### src/i2cm_pkg.sv
`default_nettype none
package i2cm_pkg;

  localparam int MAX_BURST_DEF = 8;
  localparam logic [7:0] DEV_ADDR_RESET = 8'hA6;

  typedef enum logic [1:0] {
    REQ_NONE  = 2'd0,
    REQ_WRITE = 2'd1,
    REQ_READ  = 2'd2,
    REQ_BURST = 2'd3
  } req_kind_t;

  typedef struct packed {
    logic       scl;
    logic       sda_out;
    logic       busy_res;
    logic       rd_valid;
    logic [7:0] rd_data;
    logic       rd_last;
    logic       ack_valid;
    logic       slave_nack;
  } res_t;

endpackage
`default_nettype wire

### src/i2cm_if.sv
`default_nettype none
interface i2cm_req_if;
  logic       valid;
  logic       ready;
  logic [1:0] req_type;
  logic [7:0] reg_addr;
  logic [7:0] wr_data;
  logic [3:0] burst_len;
  logic       sda_in;
  modport source (output valid, req_type, reg_addr, wr_data, burst_len, sda_in, input ready);
  modport sink (input valid, req_type, reg_addr, wr_data, burst_len, sda_in, output ready);
endinterface

interface i2cm_res_if;
  logic       valid;
  logic       ready;
  logic       scl;
  logic       sda_out;
  logic       busy_res;
  logic       rd_valid;
  logic [7:0] rd_data;
  logic       rd_last;
  logic       ack_valid;
  logic       slave_nack;
  modport source (output valid, scl, sda_out, busy_res, rd_valid, rd_data, rd_last,
                  ack_valid, slave_nack, input ready);
  modport sink (input valid, scl, sda_out, busy_res, rd_valid, rd_data, rd_last,
                ack_valid, slave_nack, output ready);
endinterface

interface i2cm_cfg_if;
  logic       valid;
  logic       ready;
  logic [7:0] data;
  modport source (output valid, data, input ready);
  modport sink (input valid, data, output ready);
endinterface
`default_nettype wire

### src/i2c_register_access_master.sv
// channel | dir | payload
// req     | in  | req_type, reg_addr, wr_data, burst_len, sda_in (one half-bit tick)
// res     | out | scl, sda_out, busy_res, rd_valid, rd_data, rd_last, ack_valid, slave_nack
// cfg     | in  | data: device write address byte
//
// one registered result per request; a new request is taken every cycle unless res stalls
// the sequencer state and result register advance together on each accepted request
// results sit in one output register; a stalled result holds req.ready low only
// while it is not being taken
// synchronous reset restores idle and address 0xA6; cfg is always ready
`default_nettype none
module i2c_register_access_master #(
  parameter int MAX_BURST = i2cm_pkg::MAX_BURST_DEF
) (
  input wire logic   clk,
  input wire logic   rst,
  i2cm_req_if.sink   req,
  i2cm_res_if.source res,
  i2cm_cfg_if.sink   cfg
);

  logic [7:0] dev_addr;

  assign cfg.ready = 1'b1;

  always_ff @(posedge clk) begin
    if (rst) begin
      dev_addr <= i2cm_pkg::DEV_ADDR_RESET;
    end else if (cfg.valid && cfg.ready) begin
      dev_addr <= cfg.data;
    end
  end

  i2cm_seq #(
    .MAX_BURST(MAX_BURST)
  ) u_seq (
    .clk      (clk),
    .rst      (rst),
    .dev_addr (dev_addr),
    .req      (req),
    .res      (res)
  );

endmodule
`default_nettype wire

### src/i2cm_seq.sv
`default_nettype none
module i2cm_seq #(
  parameter int MAX_BURST = i2cm_pkg::MAX_BURST_DEF
) (
  input  wire logic       clk,
  input  wire logic       rst,
  input  wire logic [7:0] dev_addr,
  i2cm_req_if.sink        req,
  i2cm_res_if.source      res
);

  typedef enum logic [3:0] {
    PH_IDLE, PH_START, PH_DEVW_BITS, PH_DEVW_ACK, PH_REG_BITS, PH_REG_ACK,
    PH_DATA_BITS, PH_DATA_ACK, PH_RS_LOW, PH_RSTART, PH_DEVR_BITS, PH_DEVR_ACK,
    PH_RX_BITS, PH_RX_ACK, PH_STOP, PH_STOP_END
  } phase_t;

  phase_t         phase, phase_next;
  logic           half_tick, half_tick_next;
  logic [2:0]     bit_index, bit_index_next;
  logic [7:0]     shift_byte, shift_byte_next;
  logic [3:0]     bytes_left, bytes_left_next;
  logic [1:0]     held_kind, held_kind_next;
  logic [7:0]     held_reg_addr, held_reg_addr_next;
  logic [7:0]     held_wr_data, held_wr_data_next;
  i2cm_pkg::res_t r;
  logic [3:0]     blen;
  logic           accept;
  logic           last_byte;

  assign req.ready = !res.valid || res.ready;
  assign accept    = req.valid && req.ready;
  assign last_byte = (bytes_left <= 4'd1);

  // burst length: zero counts as one, clipped to the bound
  always_comb begin
    blen = req.burst_len;
    if (blen == 4'd0) blen = 4'd1;
    if (32'(blen) > MAX_BURST) blen = 4'(MAX_BURST);
  end

  always_comb begin
    phase_next         = phase;
    half_tick_next     = ~half_tick;
    bit_index_next     = bit_index;
    shift_byte_next    = shift_byte;
    bytes_left_next    = bytes_left;
    held_kind_next     = held_kind;
    held_reg_addr_next = held_reg_addr;
    held_wr_data_next  = held_wr_data;
    r            = '0;
    r.scl        = 1'b1;
    r.sda_out    = 1'b1;
    r.busy_res   = 1'b1;
    case (phase)
      PH_IDLE: begin
        r.busy_res     = 1'b0;
        half_tick_next = half_tick;
        if (req.req_type != i2cm_pkg::REQ_NONE) begin
          held_kind_next     = req.req_type;
          held_reg_addr_next = req.reg_addr;
          held_wr_data_next  = req.wr_data;
          bytes_left_next    = (req.req_type == i2cm_pkg::REQ_BURST) ? blen : 4'd1;
          phase_next         = PH_START;
          half_tick_next     = 1'b0;
          bit_index_next     = 3'd0;
        end
      end
      PH_START, PH_RSTART: begin
        r.sda_out = ~half_tick;
        if (half_tick) begin
          bit_index_next = 3'd0;
          if (phase == PH_START) begin
            shift_byte_next = dev_addr;
            phase_next      = PH_DEVW_BITS;
          end else begin
            shift_byte_next = dev_addr + 8'd1;
            phase_next      = PH_DEVR_BITS;
          end
        end
      end
      PH_DEVW_BITS, PH_REG_BITS, PH_DATA_BITS, PH_DEVR_BITS: begin
        r.scl     = half_tick;
        r.sda_out = shift_byte[7];
        if (half_tick) begin
          shift_byte_next = {shift_byte[6:0], 1'b0};
          bit_index_next  = bit_index + 3'd1;
          if (bit_index == 3'd7) begin
            case (phase)
              PH_DEVW_BITS: phase_next = PH_DEVW_ACK;
              PH_REG_BITS:  phase_next = PH_REG_ACK;
              PH_DATA_BITS: phase_next = PH_DATA_ACK;
              default:      phase_next = PH_DEVR_ACK;
            endcase
          end
        end
      end
      PH_DEVW_ACK, PH_REG_ACK, PH_DATA_ACK, PH_DEVR_ACK: begin
        r.scl = half_tick;
        if (half_tick) begin
          r.ack_valid    = 1'b1;
          r.slave_nack   = req.sda_in;
          bit_index_next = 3'd0;
          case (phase)
            PH_DEVW_ACK: begin
              shift_byte_next = held_reg_addr;
              phase_next      = PH_REG_BITS;
            end
            PH_REG_ACK: begin
              if (held_kind == i2cm_pkg::REQ_WRITE) begin
                shift_byte_next = held_wr_data;
                phase_next      = PH_DATA_BITS;
              end else begin
                phase_next = PH_RS_LOW;
              end
            end
            PH_DATA_ACK: phase_next = PH_STOP;
            default: begin
              shift_byte_next = 8'd0;
              phase_next      = PH_RX_BITS;
            end
          endcase
        end
      end
      PH_RS_LOW: begin
        r.scl          = 1'b0;
        phase_next     = PH_RSTART;
        half_tick_next = 1'b0;
      end
      PH_RX_BITS: begin
        r.scl = half_tick;
        if (half_tick) begin
          shift_byte_next = {shift_byte[6:0], req.sda_in};
          bit_index_next  = bit_index + 3'd1;
          if (bit_index == 3'd7) begin
            r.rd_valid = 1'b1;
            r.rd_data  = {shift_byte[6:0], req.sda_in};
            r.rd_last  = last_byte;
            phase_next = PH_RX_ACK;
          end
        end
      end
      PH_RX_ACK: begin
        // master nack on the last byte, ack otherwise
        r.scl     = half_tick;
        r.sda_out = last_byte;
        if (half_tick) begin
          if (last_byte) begin
            bytes_left_next = 4'd0;
            phase_next      = PH_STOP;
          end else begin
            bytes_left_next = bytes_left - 4'd1;
            shift_byte_next = 8'd0;
            phase_next      = PH_RX_BITS;
          end
        end
      end
      PH_STOP: begin
        r.scl     = half_tick;
        r.sda_out = 1'b0;
        if (half_tick) phase_next = PH_STOP_END;
      end
      PH_STOP_END: begin
        phase_next     = PH_IDLE;
        half_tick_next = 1'b0;
      end
      default: begin
        phase_next     = PH_IDLE;
        half_tick_next = 1'b0;
        r.busy_res     = 1'b0;
      end
    endcase
  end

  always_ff @(posedge clk) begin
    if (rst) begin
      phase         <= PH_IDLE;
      half_tick     <= 1'b0;
      bit_index     <= 3'd0;
      shift_byte    <= 8'd0;
      bytes_left    <= 4'd0;
      held_kind     <= 2'd0;
      held_reg_addr <= 8'd0;
      held_wr_data  <= 8'd0;
      res.valid     <= 1'b0;
    end else begin
      if (accept) begin
        phase         <= phase_next;
        half_tick     <= half_tick_next;
        bit_index     <= bit_index_next;
        shift_byte    <= shift_byte_next;
        bytes_left    <= bytes_left_next;
        held_kind     <= held_kind_next;
        held_reg_addr <= held_reg_addr_next;
        held_wr_data  <= held_wr_data_next;
        res.valid     <= 1'b1;
      end else if (res.ready) begin
        res.valid <= 1'b0;
      end
    end
  end

  // result payload, loaded on each accepted tick
  always_ff @(posedge clk) begin
    if (accept) begin
      res.scl        <= r.scl;
      res.sda_out    <= r.sda_out;
      res.busy_res   <= r.busy_res;
      res.rd_valid   <= r.rd_valid;
      res.rd_data    <= r.rd_data;
      res.rd_last    <= r.rd_last;
      res.ack_valid  <= r.ack_valid;
      res.slave_nack <= r.slave_nack;
    end
  end

endmodule
`default_nettype wire
### src/flat_wrapper.sv
// flat-port wrapper written by rule: the top's interface ports become plain ports
module i2c_register_access_master_flat 
#(
  parameter int MAX_BURST = i2cm_pkg::MAX_BURST_DEF
)
  (clk, rst, req_valid, req_req_type, req_reg_addr, req_wr_data, req_burst_len, req_sda_in, req_ready, res_valid, res_scl, res_sda_out, res_busy_res, res_rd_valid, res_rd_data, res_rd_last, res_ack_valid, res_slave_nack, res_ready, cfg_valid, cfg_data, cfg_ready);
  i2cm_req_if req_i ();
  i2cm_res_if res_i ();
  i2cm_cfg_if cfg_i ();
  input wire logic clk;
  input wire logic rst;
  input wire logic [$bits(req_i.valid)-1:0] req_valid;
  input wire logic [$bits(req_i.req_type)-1:0] req_req_type;
  input wire logic [$bits(req_i.reg_addr)-1:0] req_reg_addr;
  input wire logic [$bits(req_i.wr_data)-1:0] req_wr_data;
  input wire logic [$bits(req_i.burst_len)-1:0] req_burst_len;
  input wire logic [$bits(req_i.sda_in)-1:0] req_sda_in;
  output wire logic [$bits(req_i.ready)-1:0] req_ready;
  output wire logic [$bits(res_i.valid)-1:0] res_valid;
  output wire logic [$bits(res_i.scl)-1:0] res_scl;
  output wire logic [$bits(res_i.sda_out)-1:0] res_sda_out;
  output wire logic [$bits(res_i.busy_res)-1:0] res_busy_res;
  output wire logic [$bits(res_i.rd_valid)-1:0] res_rd_valid;
  output wire logic [$bits(res_i.rd_data)-1:0] res_rd_data;
  output wire logic [$bits(res_i.rd_last)-1:0] res_rd_last;
  output wire logic [$bits(res_i.ack_valid)-1:0] res_ack_valid;
  output wire logic [$bits(res_i.slave_nack)-1:0] res_slave_nack;
  input wire logic [$bits(res_i.ready)-1:0] res_ready;
  input wire logic [$bits(cfg_i.valid)-1:0] cfg_valid;
  input wire logic [$bits(cfg_i.data)-1:0] cfg_data;
  output wire logic [$bits(cfg_i.ready)-1:0] cfg_ready;
  assign req_i.valid = req_valid;
  assign req_i.req_type = req_req_type;
  assign req_i.reg_addr = req_reg_addr;
  assign req_i.wr_data = req_wr_data;
  assign req_i.burst_len = req_burst_len;
  assign req_i.sda_in = req_sda_in;
  assign req_ready = req_i.ready;
  assign res_valid = res_i.valid;
  assign res_scl = res_i.scl;
  assign res_sda_out = res_i.sda_out;
  assign res_busy_res = res_i.busy_res;
  assign res_rd_valid = res_i.rd_valid;
  assign res_rd_data = res_i.rd_data;
  assign res_rd_last = res_i.rd_last;
  assign res_ack_valid = res_i.ack_valid;
  assign res_slave_nack = res_i.slave_nack;
  assign res_i.ready = res_ready;
  assign cfg_i.valid = cfg_valid;
  assign cfg_i.data = cfg_data;
  assign cfg_ready = cfg_i.ready;
  i2c_register_access_master #(.MAX_BURST(MAX_BURST)) u_core (.clk(clk), .rst(rst), .req(req_i), .res(res_i), .cfg(cfg_i));
endmodule
### config.mk
export PLATFORM = sky130hd
export DESIGN_NAME = i2c_register_access_master_flat
export DESIGN_NICKNAME = d
export VERILOG_FILES = /design/src/i2cm_pkg.sv /design/src/i2cm_if.sv /design/src/i2c_register_access_master.sv /design/src/i2cm_seq.sv /design/src/flat_wrapper.sv
export SDC_FILE = /design/constraint.sdc
export NUM_CORES = 1
export LEC_CHECK = 0
export BUFFER_PORTS_ARGS = -buffer_cell sky130_fd_sc_hd__buf_4
export CAP_MARGIN = 20
export CORE_ASPECT_RATIO = 0.9
export CORE_MARGIN = 2
export CORE_UTILIZATION = 50
export CTS_CLUSTER_SIZE = 30
export DETAILED_ROUTE_END_ITERATION = 8
export GPL_TIMING_DRIVEN = 0
export PLACE_DENSITY = 0.72
export SLEW_MARGIN = 40
export SYNTH_ARGS = -nofsm -noshare
export SYNTH_HDL_FRONTEND = slang
export SYNTH_SLANG_ARGS = --single-unit
### constraint.sdc
create_clock -name clk -period 5.6 [get_ports clk]
set_clock_uncertainty 0.2 [all_clocks]
set_input_delay 1.12 -clock clk [delete_from_list [all_inputs] [get_ports clk]]
set_output_delay 1.12 -clock clk [all_outputs]
set_load 0.05 [all_outputs]
==> summary.md, run 1 <==
| Metric | Value |
|---|---|
| Maximum number of pins on one net before global-route repair | 17 |
| Post-Synthesis Cells | 345 |
| Clock Root Buffer | clkbuf_8 |
| PwrDens | 309.2 nW/µm² |
| Post-CTS Resized | 0 |
| Netlist cell types | 59 |
| Pre-Repair DR Iteration Count | 5 |
| Starting density of the core | 0.5183 |
| Met3 Use GR | 0.06929 |
| Synthesis-stage register bit count | 62 |
| Post-Syn Nets | 386 |
| CTS H-tree depth | 3 |
| Worst skew pair latency | 0.35 ns |
| Worst slew margin | 0.5681 |
| GP Congestion | 0.9471 |
| Reg area | 1391 µm² |
| Post-synthesis simple-gate area fraction | 0.2089 |
| P&R area growth vs syn | 23.52% |
| Final nets | 449 |
| RR Startpoint | u_core.u_seq.res.valid |
| Post-synth top flop | dfxtp_1 |
| Worst reg-to-reg setup slack | 3.09 ns |
| Fin. Hold Viols | 0 |
| Layout filler cell count | 513 |
| Critical path endpoint | req_ready |
| DR DRC count | 0 |
| GRT overflow | 0 |
| Multi-input logic area | 1644 µm² |
| ANT cells | 0 |
| I/O pins | 54 |
| Routed vias | 2,893 |
| Post-synthesis adder-cell area fraction | 0.01963 |
| Port Buffer Count | 52 |
| CP startpoint kind | input port |
| Vias per inst | 5.786 |
| CP Launch Point | res_ready |
| Max-slew violations | 0 |
| Max VDD drop | 0.0002047 V |
| Reg2Reg Capture Point | u_core.u_seq.bytes_left[2] |
| Total track usage | 0.2539 |
| Post-synthesis mux area share | 0.08166 |
| Number of buffers inserted by hold repair at cts | 0 |
| Initial antenna violation count | 0 |
| TritonCTS clock tree | yes |
| Post-Route WL | 8.402 mm |
| Hpwl dp | 6.205 mm |
| Final core occ | 0.6402 |
| Die Y | 79.74 µm |
| Die area | 7029 µm² |
| Vias in the first global route | 2,637 |
| Outcome | finished, final reports clean |
| Final worst-path cycle share | 0.5863 |
| Postcts setup bufs | 0 |
| Synthesis warning total | 0 |
| Register area share after synthesis | 0.4366 |
| Period minus WS final | 3.283 ns |
| Clk sink count | 62 |
| Worst Hold Class | flop to flop |
| Routed WL per cell | 16.80 µm |
| Avg Synthesized Cell Area | 9.237 µm² |
| Worst setup path class | input port to output port |
| Leakage power | 1.642 nW |
| Post-synth ARST share | 0 |
| WP data required | 4.28 ns |
| Post-synthesis xor/xnor area fraction | 0.01649 |
| Cell mode on critical path | buf_4 |
| Final setup viols | 0 |
| Unrepaired setup endpoints after global routing | false |
| Sum Neg Setup Slack | 0 ns |
| Grt met2 use | 0.3841 |
| Crit-path max FO | 4 |
| Slew @ Worst Pin | 0.6479 ns |
| GR Util met1 | 0.3527 |
| Core Rows | 27 |
| Compound-Gate Fraction of Synth Area | 0.1861 |
| Main combinational cell family by area after synthesis | simple AND/OR/NAND/NOR gates |
| Slowest cell on the critical path | nor2b_1 |
| Highest clock rate | 304.6 MHz |
| Critical path cell sequence | buf_4, nor2b_1, inv_1, buf_4 |
| Worst setup EP type | output port |
| Share of layout cells above drive strength 1 | 0.2082 |
| Post-synth EDFFs | 15 |
| Synthesized area | 3187 µm² |
| Most Crowded Layer GR | met2 |
| CTS Buf Count | 9 |
| Clock Path Buffers | 2 |
| Floorplan Core Area | 6148 µm² |
| CTS clk-pin slew, worst paths | 0.08 ns |
| Largest stage delay, worst path | 0.34 ns |
| Crit path arrival time | 1.96 ns |
| Max cap viols | 0 |
| Global-route wire length before repair | 13.37 mm |
| Initial DRC Count | 291 |
| Die width | 88.16 µm |
| ANT nets after route | 0 |
| Worst-case reg-to-reg path depth | 8 |
-- metrics by stage --
stage	instance area (µm²)	worst slack, ns	hold WS (ns)	power, W	instances
finish	3936	2.317	0.2665	0.001217	500
global route	3936	2.276	0.3066	0.001252	500
CTS	3930	2.339	0.2679	0.001215	500
detailed placement	3686	2.330	0.2674	0.0007351	484
global placement	3686	2.331	0.2399	0.0007307	484
floorplan	3187	2.374	0.2312	0.0006620	345
-- area by class of cell --
class / instances / share of cell area
Inverter: 13 / 0.01240
Clock buffer: 9 / 0.03147
Tap cell: 87 / 0.02765
Clock inverter: 7 / 0.03051
Buffer: 22 / 0.02765
Timing Repair Buffer: 52 / 0.09917
Sequential cell: 62 / 0.3535
Multi-Input combinational cell: 248 / 0.4177
-- worst max-delay path: cells and delay by family --
kind	cells	cell delay [ns]
AND/OR/NAND/NOR	1	0.34
buffers and inverters	3	0.51
-- sequential cells by signal, summed over array words and instances (netlist names), 2 cells and up --
register                    count
u_core.dev_addr                 8
u_core.u_seq.bit_index          3
u_core.u_seq.bytes_left         4
u_core.u_seq.held_kind          2
u_core.u_seq.held_reg_addr      8
u_core.u_seq.held_wr_data       8
u_core.u_seq.phase              4
u_core.u_seq.res.rd_data        8
u_core.u_seq.shift_byte         8
-- layout by cell type (no fill, tap or decap), drive strengths merged, types with 3 or more instances in the layout --
| cell | Yosys | layout |
|---|---|---|
| a22oi | 3 | 3 |
| and3 | 4 | 4 |
| a21oi | 25 | 25 |
| mux2i | 26 | 26 |
| buf | 10 | 62 |
| a211o | 8 | 8 |
| ha | 5 | 5 |
| o21ai | 10 | 10 |
| nand2b | 4 | 4 |
| o211ai | 4 | 4 |
| nand4b | 3 | 3 |
| a22o | 4 | 4 |
| or2 | 3 | 3 |
| nor3 | 14 | 14 |
| clkbuf | 12 | 21 |
| inv | 13 | 15 |
| bufinv | 0 | 3 |
| dfxtp | 47 | 47 |
| nor2b | 8 | 8 |
| nand2 | 24 | 24 |
| and2 | 10 | 10 |
| nand3 | 3 | 3 |
| a31oi | 3 | 3 |
| or3 | 4 | 4 |
| a221oi | 7 | 7 |
| edfxtp | 15 | 15 |
| nor2 | 38 | 38 |
| xnor2 | 4 | 4 |
-- synth_stat cells, types with 4 or more instances --
cell type  count  area (µm²)
dfxtp_1       47       940.9
o21ai_0        9       45.04
clkbuf_1      12       45.04
buf_2          6       30.03
inv_1         13       48.80
a211o_1        8       70.07
a221oi_1       7       61.31
or3_1          4       25.02
mux2i_1       26       260.3
ha_1           5       62.56
and2_1        10       62.56
nor2b_1        8       50.05
edfxtp_1      15       450.4
nor3_1        13       65.06
and3_1         4       25.02
a22o_1         4       35.03
a21oi_1       25       125.1
xnor2_1        4       35.03
nand2_1       24       90.09
nor2_1        38       142.6
nand2b_1       4       25.02
-- kinds of logic (layout without fill, tap and decap cells) --
kind of cell | Yosys count | count (layout)
adders and majority gates | 5 | 5
other | 1 | 1
muxes | 26 | 26
AOI/OAI and AO/OA | 82 | 82
DFF | 62 | 62
buffers and inverters | 35 | 103
and+or+nand+nor | 128 | 128
xor gates and xnor gates | 6 | 6
-- worst min path at each step --
stage,startpoint,endpoint,slack (ns),depth (start not counted)
floorplan,u_core.u_seq.held_kind[1],u_core.u_seq.held_kind[1],0.23,2
global placement,u_core.u_seq.held_kind[1],u_core.u_seq.held_kind[1],0.24,2
detailed placement,u_core.u_seq.held_kind[0],u_core.u_seq.held_kind[0],0.27,2
CTS,u_core.u_seq.held_kind[1],u_core.u_seq.held_kind[1],0.27,2
global route,u_core.u_seq.held_kind[0],u_core.u_seq.held_kind[0],0.31,2
finish,u_core.u_seq.held_kind[1],u_core.u_seq.held_kind[1],0.27,2
-- power by group --
group | switching, W | internal (W) | total, W
registers | 0.0000209 | 0.000486 | 0.000507
clock network | 0.000190 | 0.000298 | 0.000488
logic | 0.000133 | 0.0000890 | 0.000222
total | 0.000344 | 0.000873 | 0.00122
-- layer usage --
metal / vias up / routed length, µm
met3: 17 / 677
met1: 1363 / 3853
met2: 125 / 3698
li1: 1388 / -
met4: 0 / 173
met5: - / 0
Note: power is estimated with default switching activity, not from simulation.
==> inputs of run 2 (changes only) <==
- PLACE_DENSITY: 0.72 -> 0.75
- clock period: 5.6 -> 3 ns (I/O delays scaled with it)
==> run 2 against run 1 <==
  * Cell area decreased by 0.57%
  * Critical path depth is 4 higher
  * Non-clock buffer count stayed put
  * Critical endpoint is now u_core.u_seq.bytes_left[2]
  * Largest cell class unchanged
  * Largest power group unchanged
  * Highest routed layer unchanged
==> summary.md, run 2 (same netlist as run 1, synthesis figures left out) <==
| Metric | Value |
|---|---|
| Worst skew pair latency | 0.34 ns (about the same) |
| Tot Pwr | 0.002156 W (+77%) |
| Maximum number of pins on one net before global-route repair | 17 (unchanged) |
| Hpwl dp | 5.935 mm (-4.4%) |
| Vias in the first global route | 2,613 (-0.91%) |
| Hold_sp | cfg_data[2] |
| RR Startpoint | u_core.u_seq.res.valid |
| Slew @ Worst Pin | 0.7074 ns (+0.05949 ns) |
| Fin. Hold Viols | 0 (unchanged) |
| Worst slew margin | 0.5284 (-0.03966) |
| Total track usage | 0.2433 (-0.01063) |
| Critical path cell sequence | nor2b_1, inv_1, nand2_1, inv_1, and3_1, clkbuf_1, o21ai_0, a221oi_1 |
| Highest clock rate | 399.4 MHz |
| GP Congestion | 0.9647 (+1.9%) |
| Outcome | finished, final reports clean |
| CP bufs+invs | 3 (unchanged) |
| TritonCTS clock tree | yes |
| Leakage power | 1.628 nW (-0.83%) |
| Max cap viols | 0 (unchanged) |
| Largest stage delay, worst path | 0.44 ns (+0.10 ns) |
| Max VDD drop | 0.0002611 V (+28%) |
| Period minus WS final | 2.504 ns |
| CP Launch Point | u_core.u_seq.res.valid |
| Pre-Repair DR Iteration Count | 6 (+1) |
| Final nets | 449 (unchanged) |
| Commonest cells after routing, fill and taps aside | buf_4, dfxtp_1, nor2_1, mux2i_1, a21oi_1 |
| ANT nets after route | 0 (unchanged) |
| ANT cells | 0 (unchanged) |
| Cell mode on critical path | inv_1 |
| GRT overflow | 0 (unchanged) |
| Initial DRC Count | 294 (+1.0%) |
| Cell area after layout | 3914 µm² (-0.57%) |
| DP Area | 3686 µm² (unchanged) |
| Clock Path Buffers | 2 (unchanged) |
| Max-slew violations | 0 (unchanged) |
| Worst setup EP type | flop |
| P&R area growth vs syn | 22.81% |
| Layout filler cell count | 542 (+5.7%) |
| Clock Root Buffer | clkbuf_8 |
| Core Rows | 27 (unchanged) |
| Port Buffer Count | 52 (unchanged) |
| DR DRC count | 0 (unchanged) |
| Final worst-path cycle share | 0.8345 |
| Sum Neg Setup Slack | 0 ns (unchanged) |
| Die area | 7029 µm² (unchanged) |
| Postcts setup bufs | 0 (unchanged) |
| Number of buffers inserted by hold repair at cts | 0 (unchanged) |
| Crit-path max FO | 16 (+12) |
| Worst setup path class | flop to flop |
| Post-CTS Resized | 0 (unchanged) |
| CTS clk-pin slew, worst paths | 0.07 ns (about the same) |
| Vias per inst | 5.686 (-1.7%) |
| Starting density of the core | 0.5183 (unchanged) |
| Routed WL per cell | 16.20 µm (-3.6%) |
| CTS H-tree depth | 3 (unchanged) |
| Post-Route WL | 8.099 mm (-3.6%) |
| Die Y | 79.74 µm (unchanged) |
| Routed vias | 2,843 (-1.7%) |
| WP data required | 3.04 ns (-1.24 ns) |
| Unrepaired setup endpoints after global routing | false |
| Die width | 88.16 µm (unchanged) |
| Global-route wire length before repair | 12.99 mm (-2.8%) |
| Commonest non-fill, non-tap cell in the layout | buf_4 |
| Clk sink count | 62 (unchanged) |
| Floorplan Core Area | 6148 µm² (unchanged) |
| Top delay family on crit path | buffers and inverters |
| PwrDens | 550.8 nW/µm² (+78%) |
| Worst Hold Class | input port to flop |
| Slowest cell on the critical path | inv_1 |
| Initial antenna violation count | 0 (unchanged) |
| Final setup viols | 0 (unchanged) |
| I/O pins | 54 (unchanged) |
| Share of layout cells above drive strength 1 | 0.2058 (-0.002421) |
| CP startpoint kind | flop |
| Post-Place Cells | 484 (unchanged) |
| Crit path arrival time | 2.55 ns (+0.59 ns) |
| CTS Buf Count | 9 (unchanged) |
| Final Non-Filler Cells | 500 (unchanged) |
-- run 2: final cells by class --
| class | count | area (µm²) | area share |
|---|---|---|---|
| well taps | 87 | 108.9 | 0.02781 |
| plain buffers | 22 | 108.9 | 0.02781 |
| multi-input cells | 248 | 1644 | 0.4201 |
| flip-flops and latches | 62 | 1391 | 0.3555 |
| clock buffers | 14 | 183.9 | 0.04699 |
| inverters | 13 | 48.80 | 0.01247 |
| clock inverters | 2 | 37.54 | 0.009591 |
| repair buffers | 52 | 390.4 | 0.09974 |
-- run 2: report_power, final --
part           internal, W  switching, W  total (W)
sequential        0.000908     0.0000383   0.000946
combinational     0.000166      0.000246   0.000412
clock             0.000481      0.000317   0.000798
-- run 2: metal layers --
layer	routed length, µm	global-route usage
met4	138	0.08939
met1	3718	0.3468
met3	635	0.06205
met5	0	0
met2	3607	0.3545
-- run 2: worst paths after layout --
path,slack [ns],end,cells past startpoint
max,0.50,u_core.u_seq.bytes_left[2],8
min,0.26,u_core.dev_addr[2],2
max reg2reg,0.50,u_core.u_seq.bytes_left[2],8
min reg2reg,0.27,u_core.u_seq.held_kind[1],2
-- run 2: metrics by stage --
stage                     hold WS [ns]  setup WS [ns]  utilization
after floorplan                 0.2312         0.2518            -
after global placement          0.2391         0.2602       0.5995
after detailed placement        0.2603         0.2347       0.5995
after CTS                       0.2531         0.4927       0.6355
after global routing            0.2597         0.3075       0.6365
final                           0.2617         0.4964       0.6365
